$ cat src/hdl/matrix_keypad_change_detector_assert.svh
// ---------------------------------------------------------------------------
// Keypad change detector assertion macros
// Shared concurrent assertion forms, clocked on clk_i, off during reset.
// ---------------------------------------------------------------------------
`ifndef MATRIX_KEYPAD_CHANGE_DETECTOR_ASSERT_SVH
`define MATRIX_KEYPAD_CHANGE_DETECTOR_ASSERT_SVH

// Same-cycle implication
`define MKCD_ASSERT_IMP(name, ante, cons, msg) \
  name: assert property (@(posedge clk_i) disable iff (!rst_ni) (ante) |-> (cons)) \
    else $error(msg);

// Next-cycle implication
`define MKCD_ASSERT_NXT(name, ante, cons, msg) \
  name: assert property (@(posedge clk_i) disable iff (!rst_ni) (ante) |=> (cons)) \
    else $error(msg);

`endif

$ cat src/hdl/mkcd_pkg.sv
// ---------------------------------------------------------------------------
// Keypad change detector package
// Payload types, job record, pin packing and key suppression helpers.
// ---------------------------------------------------------------------------
package mkcd_pkg;

  localparam int unsigned MaxRows = 10;
  localparam int unsigned CodeW   = 7;
  localparam int unsigned PinW    = 13;

  localparam logic [PinW-1:0] PinMask  = 13'h1E3F;
  localparam logic [PinW-1:0] HighPins = 13'h1E00;
  localparam logic [PinW-1:0] LowPins  = 13'h003F;

  // Result kinds
  localparam logic KindEvent   = 1'b0;
  localparam logic KindSummary = 1'b1;

  // Key indices muted while the display is off
  localparam int unsigned NumSupp = 5;
  localparam logic [CodeW-1:0] SuppKeys [NumSupp] = '{7'd5, 7'd15, 7'd25, 7'd35, 7'd44};

  typedef struct packed {
    logic [2:0]      column;
    logic [PinW-1:0] row_pins;
    logic            display_on;
    logic            last_column;
  } col_req_t;

  typedef struct packed {
    logic             kind;
    logic [CodeW-1:0] keycode;
    logic             pressed;
    logic             any_held;
    logic             last;
  } evt_t;

  // Work handed from the detector to the serializer
  typedef struct packed {
    logic [MaxRows-1:0] press;
    logic [MaxRows-1:0] rel;
    logic [CodeW-1:0]   base;
    logic               summary;
    logic               held;
  } job_t;

  // Invert active-low pins, keep pins 0..5 and 9..12, close the gap
  function automatic logic [MaxRows-1:0] pack_rows(logic [PinW-1:0] pins);
    logic [PinW-1:0] raw;
    logic [PinW-1:0] packed_pins;
    raw         = ~pins & PinMask;
    packed_pins = ((raw & HighPins) >> 3) | (raw & LowPins);
    return packed_pins[MaxRows-1:0];
  endfunction

  function automatic logic is_suppressed(logic [CodeW-1:0] idx);
    logic hit;
    hit = 1'b0;
    for (int i = 0; i < NumSupp; i++) begin
      hit = hit | (idx == SuppKeys[i]);
    end
    return hit;
  endfunction

endpackage

$ cat src/hdl/mkcd_col_if.sv
// ---------------------------------------------------------------------------
// Keypad column channel
// Valid/ready channel carrying one scanned column request.
// ---------------------------------------------------------------------------
interface mkcd_col_if import mkcd_pkg::*; ();
  logic     valid;
  logic     ready;
  col_req_t data;

  modport source (output valid, output data, input ready);
  modport sink   (input valid, input data, output ready);
endinterface

$ cat src/hdl/mkcd_evt_if.sv
// ---------------------------------------------------------------------------
// Keypad event channel
// Valid/ready channel carrying key events and scan summaries.
// ---------------------------------------------------------------------------
interface mkcd_evt_if import mkcd_pkg::*; ();
  logic valid;
  logic ready;
  evt_t data;

  modport source (output valid, output data, input ready);
  modport sink   (input valid, input data, output ready);
endinterface

$ cat src/hdl/mkcd_detect.sv
// ---------------------------------------------------------------------------
// Keypad column change detector
// Compares a scanned column with its stored mask, builds the press and
// release masks for one request and keeps the held accumulator.
// ---------------------------------------------------------------------------
module mkcd_detect import mkcd_pkg::*; #(
  parameter int unsigned COLUMNS = 8,
  parameter int unsigned ROWS    = 10
) (
  input  logic        clk_i,
  input  logic        rst_ni,
  mkcd_col_if.sink    col_i,
  output job_t        job_o,
  output logic        job_valid_o,
  input  logic        job_ready_i
);

  localparam int unsigned ColW = (COLUMNS > 1) ? $clog2(COLUMNS) : 1;

  logic [ROWS-1:0] prev_q [COLUMNS];
  logic            held_q, held_d;
  job_t            job_q, job_d;
  logic            job_valid_q;

  logic [MaxRows-1:0] rows_all;
  logic [ROWS-1:0]    rows, prev, supp, press, rel;
  logic               in_range, col_held, job_has, accept;
  logic [ColW-1:0]    col_idx;
  logic [CodeW-1:0]   base;

  assign col_i.ready = !job_valid_q || job_ready_i;
  assign accept      = col_i.valid && col_i.ready;

  // Change masks for the presented column
  always_comb begin
    rows_all = pack_rows(col_i.data.row_pins);
    rows     = rows_all[ROWS-1:0];
    in_range = (32'(col_i.data.column) < COLUMNS);
    col_idx  = col_i.data.column[ColW-1:0];
    prev     = in_range ? prev_q[col_idx] : '0;
    base     = CodeW'(32'(col_i.data.column) * ROWS);
    for (int r = 0; r < ROWS; r++) begin
      supp[r] = !col_i.data.display_on && is_suppressed(base + CodeW'(r));
    end
    press    = rows & ~prev & ~supp & {ROWS{in_range}};
    rel      = prev & ~rows & ~supp & {ROWS{in_range}};
    col_held = in_range && (|rows);

    job_d               = '0;
    job_d.press[ROWS-1:0] = press;
    job_d.rel[ROWS-1:0]   = rel;
    job_d.base          = base;
    job_d.summary       = col_i.data.last_column;
    job_d.held          = held_q | col_held;
    job_has             = (|press) || (|rel) || col_i.data.last_column;

    held_d = col_i.data.last_column ? 1'b0 : (held_q | col_held);
  end

  // Column store, accumulator and job register
  always_ff @(posedge clk_i or negedge rst_ni) begin
    if (!rst_ni) begin
      for (int c = 0; c < COLUMNS; c++) begin
        prev_q[c] <= '0;
      end
      held_q      <= 1'b0;
      job_valid_q <= 1'b0;
    end else if (accept) begin
      if (in_range) begin
        prev_q[col_idx] <= rows;
      end
      held_q      <= held_d;
      job_valid_q <= job_has;
    end else if (job_ready_i) begin
      job_valid_q <= 1'b0;
    end
  end

  // Job payload, no reset needed
  always_ff @(posedge clk_i) begin
    if (accept) begin
      job_q <= job_d;
    end
  end

  assign job_o       = job_q;
  assign job_valid_o = job_valid_q;

endmodule

$ cat src/hdl/mkcd_serial.sv
// ---------------------------------------------------------------------------
// Keypad event serializer
// Emits the events of one job one per cycle while the output register is free:
// presses in ascending row order, then releases, then the scan summary.
// ---------------------------------------------------------------------------
`include "matrix_keypad_change_detector_assert.svh"

module mkcd_serial import mkcd_pkg::*; (
  input  logic       clk_i,
  input  logic       rst_ni,
  input  job_t       job_i,
  input  logic       job_valid_i,
  output logic       job_ready_o,
  mkcd_evt_if.source evt_o
);

  localparam int unsigned RowIdxW = $clog2(MaxRows);

  job_t  work_q, work_d, work_nx;
  evt_t  out_q, evt;
  logic  out_valid_q;

  logic               busy, out_free, emit, busy_after;
  logic [MaxRows-1:0] sel;
  logic [RowIdxW-1:0] r_idx;

  assign busy     = (|work_q.press) || (|work_q.rel) || work_q.summary;
  assign out_free = !out_valid_q || evt_o.ready;
  assign emit     = out_free && busy;

  // Pick the next result of the current job
  always_comb begin
    sel   = (|work_q.press) ? work_q.press : work_q.rel;
    r_idx = '0;
    for (int r = MaxRows - 1; r >= 0; r--) begin
      if (sel[r]) begin
        r_idx = RowIdxW'(r);
      end
    end

    work_nx      = work_q;
    evt          = '0;
    evt.kind     = KindEvent;
    evt.keycode  = work_q.base + CodeW'(r_idx) + CodeW'(1);
    if (|work_q.press) begin
      work_nx.press = work_q.press & (work_q.press - MaxRows'(1));
      evt.pressed   = 1'b1;
    end else if (|work_q.rel) begin
      work_nx.rel   = work_q.rel & (work_q.rel - MaxRows'(1));
      evt.pressed   = 1'b0;
    end else begin
      work_nx.summary = 1'b0;
      evt.kind        = KindSummary;
      evt.keycode     = '0;
      evt.any_held    = work_q.held;
    end
    evt.last = !((|work_nx.press) || (|work_nx.rel) || work_nx.summary);

    busy_after  = emit ? !evt.last : busy;
    job_ready_o = !busy_after;

    work_d = emit ? work_nx : work_q;
    if (job_valid_i && job_ready_o) begin
      work_d = job_i;
    end
  end

  // Work and output registers
  always_ff @(posedge clk_i or negedge rst_ni) begin
    if (!rst_ni) begin
      work_q      <= '0;
      out_valid_q <= 1'b0;
    end else begin
      work_q <= work_d;
      if (emit) begin
        out_valid_q <= 1'b1;
      end else if (evt_o.ready) begin
        out_valid_q <= 1'b0;
      end
    end
  end

  always_ff @(posedge clk_i) begin
    if (emit) begin
      out_q <= evt;
    end
  end

  assign evt_o.valid = out_valid_q;
  assign evt_o.data  = out_q;

  `MKCD_ASSERT_IMP(a_summary_last, out_valid_q && (out_q.kind == KindSummary), out_q.last, "scan summary must close its request")
  `MKCD_ASSERT_IMP(a_event_fields, out_valid_q && (out_q.kind == KindEvent), (out_q.keycode != '0) && !out_q.any_held, "key event with bad keycode or held flag")
  `MKCD_ASSERT_NXT(a_no_bubble, busy && out_free, out_valid_q, "pending result not moved to output")

endmodule

$ cat src/hdl/matrix_keypad_change_detector.sv
// ---------------------------------------------------------------------------
// Matrix keypad change detector
// Turns scanned keypad columns into press/release events and scan summaries.
// ---------------------------------------------------------------------------
// col_i carries one request per scanned column: column index, raw active-low
// row pins, display state and an end-of-scan flag. evt_o returns the events
// it causes: presses in ascending row order, then releases, then a summary
// (kind 1, any_held) when the column ends a scan. The last result of each
// request has last set; a request with no change and no scan end returns
// nothing.
// The first result of a request passes the job register, the serializer's
// work register and the output register. Throughput: one result per cycle
// from the serializer while the receiver takes them; a request causes at
// most ROWS + 1 results, and requests that cause none never reach it. One
// job waits in a register between detector and serializer, so a new request
// is taken while results of the previous one drain.
// Reset clears every stored column mask and the held accumulator. When the
// receiver stalls, the output register holds its result and the job register
// fills; the column channel then drops ready until space frees up.
// ---------------------------------------------------------------------------
module matrix_keypad_change_detector import mkcd_pkg::*; #(
  parameter int unsigned COLUMNS = 8,
  parameter int unsigned ROWS    = 10
) (
  input  logic       clk_i,
  input  logic       rst_ni,
  mkcd_col_if.sink   col_i,
  mkcd_evt_if.source evt_o
);

  job_t job;
  logic job_valid, job_ready;

  // Column compare and mask store
  mkcd_detect #(
    .COLUMNS (COLUMNS),
    .ROWS    (ROWS)
  ) u_detect (
    .clk_i       (clk_i),
    .rst_ni      (rst_ni),
    .col_i       (col_i),
    .job_o       (job),
    .job_valid_o (job_valid),
    .job_ready_i (job_ready)
  );

  // Event serializer and output register
  mkcd_serial u_serial (
    .clk_i       (clk_i),
    .rst_ni      (rst_ni),
    .job_i       (job),
    .job_valid_i (job_valid),
    .job_ready_o (job_ready),
    .evt_o       (evt_o)
  );

endmodule
$ cat src/flat_wrapper.sv
// flat-port wrapper written by rule: the top's interface ports become plain ports
module matrix_keypad_change_detector_flat import mkcd_pkg::*;
#(
  parameter int unsigned COLUMNS = 8,
  parameter int unsigned ROWS    = 10
)
  (clk_i, rst_ni, col_i_valid, col_i_data, col_i_ready, evt_o_valid, evt_o_data, evt_o_ready);
  mkcd_col_if col_i_i ();
  mkcd_evt_if evt_o_i ();
  input  logic clk_i;
  input  logic rst_ni;
  input wire logic [$bits(col_i_i.valid)-1:0] col_i_valid;
  input wire logic [$bits(col_i_i.data)-1:0] col_i_data;
  output wire logic [$bits(col_i_i.ready)-1:0] col_i_ready;
  output wire logic [$bits(evt_o_i.valid)-1:0] evt_o_valid;
  output wire logic [$bits(evt_o_i.data)-1:0] evt_o_data;
  input wire logic [$bits(evt_o_i.ready)-1:0] evt_o_ready;
  assign col_i_i.valid = col_i_valid;
  assign col_i_i.data = col_i_data;
  assign col_i_ready = col_i_i.ready;
  assign evt_o_valid = evt_o_i.valid;
  assign evt_o_data = evt_o_i.data;
  assign evt_o_i.ready = evt_o_ready;
  matrix_keypad_change_detector #(.COLUMNS(COLUMNS), .ROWS(ROWS)) u_core (.clk_i(clk_i), .rst_ni(rst_ni), .col_i(col_i_i), .evt_o(evt_o_i));
endmodule
$ cat config.mk
export PLATFORM = sky130hd
export DESIGN_NAME = matrix_keypad_change_detector_flat
export DESIGN_NICKNAME = d
export VERILOG_FILES = /design/src/hdl/mkcd_pkg.sv /design/src/hdl/mkcd_col_if.sv /design/src/hdl/mkcd_evt_if.sv /design/src/hdl/mkcd_detect.sv /design/src/hdl/mkcd_serial.sv /design/src/hdl/matrix_keypad_change_detector.sv /design/src/flat_wrapper.sv
export VERILOG_INCLUDE_DIRS = /design/src /design/src/hdl
export SDC_FILE = /design/constraint.sdc
export NUM_CORES = 1
export LEC_CHECK = 0
export ABC_AREA = 1
export CAP_MARGIN = 10
export CORE_UTILIZATION = 55
export DETAILED_ROUTE_END_ITERATION = 10
export DONT_BUFFER_PORTS = 1
export HOLD_SLACK_MARGIN = 0.05
export PLACE_DENSITY = 0.72
export SYNTH_ARGS = -nofsm -noshare
export SYNTH_HDL_FRONTEND = slang
export SYNTH_SLANG_ARGS = --single-unit
$ cat constraint.sdc
create_clock -name clk_i -period 5.5 [get_ports clk_i]
set_input_delay 0.275 -clock clk_i [delete_from_list [all_inputs] [get_ports clk_i]]
set_output_delay 0.275 -clock clk_i [all_outputs]
set_load 0.01 [all_outputs]
==> results.cfg, run 1 <==
[critical_path]
reg2reg_setup_slack_ns = 1.48
r2r-end = u_core.u_detect.job_o[16]
path_class = reg -> reg
endpoint = u_core.u_detect.job_o[16]
worst_ep_arrival_time_ns = 4.06
worstRegToRegCells = 11
worstPathRequired_ns = 5.54
r2r-start = u_core.u_serial.work_q[20]
cp-end-kind = flop
start_kind = flop
worstSetupStartpoint = u_core.u_serial.work_q[20]
path_max_fanout = 43

[logic_synthesis]
synth_area_leader_cell = dfrtp_1
syn_nets = 1048
synth_area_sq_um = 8210
synthArstFlopShare = 0.740
ys_ff_latch = 150
synth_cells = 1016
synthDistinctLibCells = 41
yosys.area.top_type_share = 0.338
synth_edf_count = 39
ys.flop_type = dfrtp_1
yosys_warnings = 0
ys_seq_area_frac = 0.481
synth.area.top_cells = dfrtp_1 (34%), nand2_1 (15%), edfxtp_1 (14%)
avgSynthCellArea_sq_um = 8.08

[final_layout]
antenna_cells = 0
fillCellCount = 1272
fin_cells = 1193
seqCellArea_sq_um = 3950
drive_gt1_frac = 0.0644
final_nets = 1028
multiInputGateArea_sq_um = 3690
fin_util = 0.615
syn_to_final_growth_pct = 8.83

[status]
status = finished, final reports clean

[floorplan]
die_x_um = 124
core_sq_um = 14500
die_area_sq_um = 15400
die_h_um = 124
ios = 35
std_cell_rows = 44
initial_core_util = 0.565

[grt]
grt_pass1_wl_um = 35200
overflow = 0
grt_max_degree = 112
track_usage = 0.308
antenna_found_initial = 0
grt_pass1_vias = 6673

[drt]
wl_um = 22100
wire_per_inst_um = 18.5
wl_met1_um = 9350
met3_length_um = 1350
vias = 7148
dr.pass1.iters = 6
wl_met2_um = 10700
drcViolationCount = 0
ant_nets = 0
drt_iter0_drc = 702
viasPerCell = 5.99
highest_layer = met4

[placed_design]
dp_cells = 1154
dp_hpwl_um = 14100
io_buffers = 0
dp_slack_ns = 1.53
gp_congestion = 0.924

[sta]
rsz0062_at_grt = false
layout_setup_ws_ns = 1.48
maxSlewHeadroom = 0.296
hold_slack_ns = 0.106
fin_setup_tns_ns = 0
tightest_slew_ns = 1.06
fin_skew_ns = 0.00864
hold_viol = 0
fmaxAchievable_ghz = 0.249
finalSetupViolations = 0
period_share = 0.731
slew_viol_final = 0
fin_crit_ns = 4.02

[power]
peakVddDrop_mv = 0.380
switching_share = 0.426
clockPowerShare = 0.207
net-switching-power_mw = 2.28
power_density_nw_per_um2 = 598
intPower_mw = 3.07
seqPwrFrac = 0.370
p_comb_frac = 0.424
p_leak_nw = 4.23

[hold_path]
hold_class = in -> reg

[clock_network]
cts_buffers = 17
worstSkewPairLatency_ns = 0.43
post-cts-setup-buffers = 0
ctsRootBufferMaster = clkbuf_16
cts_tree = yes
clkSinkCount = 150
cts_buffer_depth = 2
clkTransAtPathRegs_ns = 0.06
cts.repair.resized = 0
cts_max_level = 4
postCtsHoldBufs = 7

[job]
maxCapViolCount = 0
## routing by layer
metal,track usage,up-vias
li1,-,3433
met2,0.497,266
met3,0.0554,48
met5,0,-
met4,0.133,0
met1,0.407,3401
## state kept, by name, indices dropped and copies added (netlist names)
register                     flops
u_core.u_detect.prev_q          80
u_core.u_detect.job_o           28
u_core.u_serial.work_q          21
u_core.u_serial.evt_o.data      11
u_core.u_serial.work_nx          7
u_core.u_detect.held_q           1
u_core.u_detect.job_valid_o      1
u_core.u_serial.evt_o.valid      1
## logic make-up after synthesis
group / share of synthesized area
fa+ha+maj: 0.0162
compound gates: 0.0890
flops: 0.481
buf+inv: 0.0712
mux: 0.00122
xor+xnor: 0.0117
simple gates: 0.330
## layout make-up
type,instances,share of cell area
repair buffers,20,0.0227
flip-flops and latches,150,0.442
clock inverters,11,0.0122
multi-input cells,724,0.413
inverters,83,0.0352
well taps,184,0.0258
clock buffers,21,0.0493
## per-stage QoR
step / power (mW) / instance area, sq um
finish: 5.35 / 8930
global route: 5.77 / 8930
CTS: 5.35 / 8930
detailed placement: 4.20 / 8280
global placement: 4.13 / 8280
floorplan: 3.78 / 8210
## cells in the final DEF, fill, tap and decap left out, types with 3 or more instances in the layout
cell type,instances
nand2_1,323
dfrtp_1,111
nand4_1,88
nor2_1,76
inv_1,71
nand3_1,58
edfxtp_1,39
o211ai_1,36
a21oi_1,20
nor3_1,20
a22oi_1,19
clkbuf_16,17
o21ai_0,16
buf_4,13
clkinv_1,10
xor2_1,10
nand3_4,9
ha_1,9
o31ai_1,6
a41oi_1,5
clkinv_2,5
dlygate4sd3_1,5
nand2_2,4
nor4_1,4
clkbuf_1,4
inv_2,3
a31oi_1,3
or2_2,3
## power by group through the flow
stage	Clock, mW	Combinational [mW]	Sequential (mW)
final	1.10	2.26	1.98
after global routing	1.16	2.58	2.03
after CTS	1.12	2.27	1.97
after detailed placement	0	2.22	1.98
after global placement	0	2.16	1.97
after floorplan	0	1.89	1.90
## worst max-delay path, stage by stage, from the launching register on
cell	delay (ns)
dfrtp_1	0.44
nor2_2	0.19
nand2_2	0.11
nor2_4	0.15
nand2_2	0.22
inv_4	0.20
nand3_4	0.12
nor2_1	0.19
inv_1	0.38
nand3_4	0.61
nand2_1	0.18
inv_1	0.81
## how the worst min path moves through the flow
| stage | startpoint | endpoint | slack, ns | depth (start not counted) |
|---|---|---|---|---|
| 4_1_cts | col_i_data[6] | u_core.u_detect.job_o[13] | 0.09 | 2 |
| 6_report | col_i_data[14] | u_core.u_detect.job_o[18] | 0.11 | 2 |
| 3_5_place_dp | rst_ni | u_core.u_serial.work_nx[7] | -0.02 | 0 |
| 3_3_place_gp | rst_ni | u_core.u_serial.work_nx[8] | -0.01 | 0 |
| 2_1_floorplan | rst_ni | u_core.u_detect.held_q | -0.02 | 0 |
| 5_1_grt | col_i_data[6] | u_core.u_detect.job_o[13] | 0.1 | 2 |
## cell usage after synthesis, types with 2 or more instances
library cell,number
a21oi_1,20
nand4_1,88
buf_6,2
clkbuf_1,41
a22oi_1,19
o21ai_1,2
buf_2,11
nand3_1,59
a41oi_1,5
ha_1,9
nand2_2,4
o211ai_1,36
inv_1,71
o31ai_1,6
inv_2,3
nor2_1,76
nor2_2,2
buf_1,3
nand2_1,323
nand3_4,8
a31oi_1,3
nor3_1,20
o21ai_0,16
and3_1,2
xor2_1,10
o22ai_1,2
edfxtp_1,39
nor4_1,4
clkinv_1,8
or2_2,3
dfrtp_1,111
(Power assumes the default switching activity.)
==> inputs of run 2 (changes only) <==
==> constraint.sdc (replaced) <==
create_clock -name clk_i -period 4 [get_ports clk_i]
set_input_delay 0.2 -clock clk_i [delete_from_list [all_inputs] [get_ports clk_i]]
set_output_delay 0.2 -clock clk_i [all_outputs]
set_load 0.01 [all_outputs]
==> results.cfg, run 2 (synthesized netlist as in run 1, its figures left out) <==
[drt]
vias = 7169
dr.pass1.iters = 5
ant_nets = 0
wl_met1_um = 9220
wl_um = 22100
drt_iter0_drc = 685
highest_layer = met4
drcViolationCount = 0
viasPerCell = 5.97
wl_met2_um = 10900
met3_length_um = 1230
wire_per_inst_um = 18.4

[grt]
overflow = 0
track_usage = 0.309
grt_pass1_vias = 6606
grt_max_degree = 112
antenna_found_initial = 0
grt_pass1_wl_um = 34900

[placed_design]
dp_hpwl_um = 14300
io_buffers = 0
dp_slack_ns = 0.793
placed_area_sq_um = 8320
gp_congestion = 0.940

[critical_path]
path_max_fanout = 81
worstSetupStartpoint = u_core.u_serial.work_q[20]
endpoint = col_i_ready
r2r-end = u_core.u_detect.prev_q[28]
worst_ep_arrival_time_ns = 3.18
worstPathRequired_ns = 3.80
reg2reg_setup_slack_ns = 0.68
worstRegToRegCells = 17
start_kind = flop
path_class = reg -> out
cp-end-kind = output port
r2r-start = u_core.u_serial.work_q[20]

[floorplan]
die_h_um = 124
ios = 35
core_sq_um = 14500
std_cell_rows = 44
die_x_um = 124
die_area_sq_um = 15400
initial_core_util = 0.565

[power]
peakVddDrop_mv = 0.484
net-switching-power_mw = 3.14
p_comb_frac = 0.418
intPower_mw = 4.48
p_leak_nw = 4.32
power_density_nw_per_um2 = 835
seqPwrFrac = 0.354
switching_share = 0.412
clockPowerShare = 0.228

[final_layout]
largest_reg_flops = 80
final_common_cell = nand2_1
regMostFlops = u_core.u_detect.prev_q
fin_area_sq_um = 9120
syn_to_final_growth_pct = 11.1
final_cell_mix = nand2_1 (323), dfrtp_1 (111), nand4_1 (88)
antenna_cells = 0
drive_gt1_frac = 0.0698
final_nets = 1037

[clock_network]
cts_buffer_depth = 2
cts_max_level = 4
postCtsHoldBufs = 11
ctsRootBufferMaster = clkbuf_16
clkTransAtPathRegs_ns = 0.06
cts_tree = yes
clkSinkCount = 150
cts_buffers = 17
cts.repair.resized = 0
post-cts-setup-buffers = 0
worstSkewPairLatency_ns = 0.43

[sta]
slew_viol_final = 0
tightest_slew_ns = 0.999
finalSetupViolations = 0
maxSlewHeadroom = 0.330
fin_setup_tns_ns = 0
layout_setup_ws_ns = 0.616
fmaxAchievable_ghz = 0.295
period_share = 0.846
hold_viol = 0
rsz0062_at_grt = false
fin_skew_ns = 0.0114
fin_crit_ns = 3.38

[hold_path]
hold_class = in -> reg

[status]
status = finished, final reports clean

[job]
maxCapViolCount = 0
run 2: how the worst min path moves through the flow:
stage | start | to | slack, ns | cells past startpoint
final | col_i_data[3] | u_core.u_detect.job_o[10] | 0.07 | 2
after global routing | col_i_data[3] | u_core.u_detect.job_o[10] | 0.07 | 2
after CTS | col_i_data[6] | u_core.u_detect.job_o[13] | 0.05 | 2
after detailed placement | rst_ni | u_core.u_serial.work_nx[6] | -0.09 | 0
after global placement | rst_ni | u_core.u_serial.work_nx[8] | -0.09 | 0
after floorplan | rst_ni | u_core.u_detect.held_q | -0.1 | 0
run 2: per-stage QoR:
stage	power (mW)	instances	util	hold WS [ns]
5_1_grt	8.17	1201	0.627	0.0674
6_report	7.62	1201	0.627	0.0678
4_1_cts	7.63	1200	0.627	0.0526
2_1_floorplan	5.20	1016	-	-0.0956
3_3_place_gp	5.74	1158	0.572	-0.0890
3_5_place_dp	5.81	1158	0.572	-0.0893
run 2: worst max-delay path, cell delays in order (launching register included):
cell and delay (ns):
dfrtp_1 0.44, nor2_2 0.18, nand2_2 0.10, nor2_4 0.14
nand2_2 0.20, inv_4 0.19, nand3_4 0.13, nand2_1 0.10
inv_2 0.04, nor2_1 0.16, nand3_1 0.12, nor2_1 0.12
nand3_1 0.18, nand3_4 0.22, buf_12 0.34
run 2: cell type report:
class | count | area [sq um]
Timing Repair Buffer | 29 | 295
Multi-Input combinational cell | 724 | 3690
Clock inverter | 7 | 141
Inverter | 83 | 314
Tap cell | 184 | 230
Fill cell | 1306 | 5410
Sequential cell | 150 | 3950
Clock buffer | 24 | 503
run 2: power groups by stage:
| stage | combinational, mW | sequential (mW) | clock (mW) |
|---|---|---|---|
| floorplan | 2.60 | 2.61 | 0 |
| global placement | 3.05 | 2.69 | 0 |
| detailed placement | 3.11 | 2.70 | 0 |
| CTS | 3.19 | 2.68 | 1.76 |
| global route | 3.58 | 2.77 | 1.82 |
| finish | 3.19 | 2.69 | 1.74 |
run 2: layer usage:
layer  vias to the layer above  GRT usage
li1                       3453          -
met1                      3418      0.389
met2                       250      0.501
met3                        48     0.0682
met4                         0      0.153
met5                         -          0
==> inputs of run 3 (changes only) <==
--- a/config.mk
+++ b/config.mk
@@ -6,13 +6,13 @@
 export SDC_FILE = /design/constraint.sdc
 export NUM_CORES = 1
 export LEC_CHECK = 0
-export ABC_AREA = 1
+export ABC_AREA = 0
 export CAP_MARGIN = 10
 export CORE_UTILIZATION = 55
 export DETAILED_ROUTE_END_ITERATION = 10
 export DONT_BUFFER_PORTS = 1
 export HOLD_SLACK_MARGIN = 0.05
-export PLACE_DENSITY = 0.72
+export PLACE_DENSITY = 0.75
 export SYNTH_ARGS = -nofsm -noshare
 export SYNTH_HDL_FRONTEND = slang
 export SYNTH_SLANG_ARGS = --single-unit
==> constraint.sdc (replaced) <==
create_clock -name clk_i -period 2.81 [get_ports clk_i]
set_input_delay 0.1405 -clock clk_i [delete_from_list [all_inputs] [get_ports clk_i]]
set_output_delay 0.1405 -clock clk_i [all_outputs]
set_load 0.01 [all_outputs]
==> results.cfg, run 3 <==
[critical_path]
critPathSlowestCell = dfrtp_2
start_kind = flop
cp-end-kind = flop
worstRegToRegCells = 14
worst-path-buf-inv = 2
critPathTopFamily = simple AND/OR/NAND/NOR gates
crit_path_cell_trace = nor4_4, and3_4, inv_4, or3_4, a21oi_4, o21bai_4, inv_2, ha_4, nand2_2, a311oi_2, nor2_1, o22ai_2, xnor2_1, nor2_1
cpMostUsedCell = nor2_1
cp.depth = 14
r2r-end = u_core.u_serial.evt_o.data[8]
worst_ep_arrival_time_ns = 3.15
r2r-start = u_core.u_serial.work_q[25]
reg2reg_setup_slack_ns = -0.16
worstPathRequired_ns = 2.98
path_class = reg -> reg
endpoint = u_core.u_serial.evt_o.data[8]
path_max_fanout = 4
critical-path-max-stage-delay_ns = 0.46
worstSetupStartpoint = u_core.u_serial.work_q[25]

[sta]
layout_setup_ws_ns = -0.160
fmaxAchievable_ghz = 0.337
slew_viol_final = 0
tightest_slew_ns = 0.725
maxSlewHeadroom = 0.515
finalSetupViolations = 119
period_share = 1.06
fin_setup_tns_ns = -6.74
hold_viol = 0
hold_slack_ns = 0.0862
fin_crit_ns = 2.97
rsz0062_at_grt = true
fin_skew_ns = 0.0141

[logic_synthesis]
synth_top_cells_by_count = dfrtp_1 (111), inv_1 (92), mux2i_1 (92)
synthDistinctLibCells = 66
synth.most_common_cell = dfrtp_1
syn_nets = 768
yosys.area.top_type_share = 0.344
synth.area.top_cells = dfrtp_1 (34%), edfxtp_1 (15%), mux2i_1 (11%)
ys_ff_latch = 150
synth_edf_count = 39
ys.flop_type = dfrtp_1
synth_cells = 736
yosys_warnings = 0
ys_seq_area_frac = 0.489
synthArstFlopShare = 0.740
avgSynthCellArea_sq_um = 11.0
synth_area_leader_cell = dfrtp_1
synth_area_sq_um = 8080

[drt]
dr.pass1.iters = 5
drcViolationCount = 0
wire_per_inst_um = 22.0
ant_nets = 0
drt_iter0_drc = 642
viasPerCell = 6.15
vias = 6313
wl_um = 22500

[final_layout]
final_cell_mix = dfrtp_1 (109), inv_1 (90), mux2i_1 (88)
final_common_cell = dfrtp_1
antenna_cells = 0
drive_gt1_frac = 0.274
fin_area_sq_um = 10300
final_nets = 866
syn_to_final_growth_pct = 27.7
regMostFlops = u_core.u_detect.prev_q
largest_reg_flops = 80

[grt]
grt_pass1_wl_um = 33700
antenna_found_initial = 0
grt_pass1_vias = 6389
grt_max_degree = 112
overflow = 0
track_usage = 0.303

[clock_network]
cts_buffer_depth = 2
clkTransAtPathRegs_ns = 0.06
worstSkewPairLatency_ns = 0.43
cts_buffers = 17
cts_max_level = 4
clkSinkCount = 150
cts_tree = yes
ctsRootBufferMaster = clkbuf_16

[placed_design]
io_buffers = 0
dp_slack_ns = -0.240
gp_congestion = 0.942
dp_hpwl_um = 14200
placed_area_sq_um = 8920

[status]
status = finished with violations
violations = setup timing

[hold_path]
hold_path.startpoint = evt_o_ready
hold_class = in -> reg

[floorplan]
die_x_um = 123
ios = 35
die_h_um = 123
std_cell_rows = 43
die_area_sq_um = 15200
initial_core_util = 0.573
core_sq_um = 14100

[power]
power_density_nw_per_um2 = 1010
peakVddDrop_mv = 0.563
p_leak_nw = 4.44
p_total_mw = 10.5

[job]
maxCapViolCount = 0
run 3: cell count changes in the layout (fill, tap and decap cells not counted), moves of 18 or more:
cell and change:
nand2_1 -287, a22oi_1 -18, nand3_1 -50, buf_4 +62, nand4_1 -81, a22o_1 +20, o211ai_1 -35, mux2i_1 +87
nor2_1 -35, inv_1 +19
run 3: how the worst min path moves through the flow:
stage | endpoint | slack, ns | depth (start not counted)
after floorplan | u_core.u_detect.held_q | -0.16 | 0
after global placement | u_core.u_serial.work_q[13] | -0.15 | 0
after detailed placement | u_core.u_serial.work_q[14] | -0.15 | 0
after CTS | u_core.u_detect.job_o[5] | 0.07 | 1
after global routing | u_core.u_detect.job_o[5] | 0.08 | 1
final | u_core.u_serial.evt_o.valid | 0.09 | 2
run 3: stage by stage:
| step | instances | utilization |
|---|---|---|
| final | 1026 | 0.731 |
| after global routing | 1026 | 0.731 |
| after CTS | 1017 | 0.709 |
| after detailed placement | 965 | 0.633 |
| after global placement | 965 | 0.633 |
| after floorplan | 736 | - |
run 3: layout make-up:
| type | instances | area (sq um) |
|---|---|---|
| multi-input combinational | 442 | 3840 |
| timing repair buffer | 130 | 1350 |
| clock buffer | 24 | 504 |
| sequential | 150 | 3950 |
| clock inverter | 7 | 91.3 |
| tap | 180 | 225 |
| inverter | 93 | 352 |
| fill | 922 | 3790 |
run 3: logic make-up (layout without fill, tap and decap cells):
group / Yosys count / in the layout / share of synthesized area
AO/OA/AOI/OAI: 119 / 119 / 0.108
XOR/XNOR: 16 / 16 / 0.0174
adder cells (fa/ha/maj): 11 / 11 / 0.0177
buffers and inverters: 144 / 254 / 0.0761
flip-flops: 150 / 150 / 0.489
multiplexers: 119 / 119 / 0.174
AND/OR/NAND/NOR: 177 / 177 / 0.118
run 3: metal layers:
metal | vias to the layer above | wire length [um] | global-route usage | part of all wire
met5 | - | 0 | 0 | 0
met4 | 0 | 1400 | 0.192 | 0.062
met3 | 102 | 979 | 0.0650 | 0.043
met2 | 242 | 11400 | 0.507 | 0.50
met1 | 3177 | 8780 | 0.353 | 0.39
li1 | 2792 | - | - | -
run 3: power by group:
part           switching, mW  internal, mW
Clock                  0.872          1.43
Sequential             0.507          3.14
Combinational           2.19          2.32
run 3: repair_timing:
action                                  CTS  global route
endpoints found under the setup margin  128           143
endpoints found under the hold margin   214             0
pin swaps                                 3            38
cloned                                    1             5
buffers inserted                          4             5
hold buffers                             16             0
gates resized for setup                  55            39
run 3: worst register-to-register path, cell delays in order (launching register included):
cell and delay, ns:
dfrtp_2 0.46, nor4_4 0.31, and3_4 0.24, inv_4 0.04, or3_4 0.34, a21oi_4 0.17
o21bai_4 0.08, inv_2 0.08, ha_4 0.13, nand2_2 0.04, a311oi_2 0.32, nor2_1 0.10
o22ai_2 0.17, xnor2_1 0.16, nor2_1 0.08
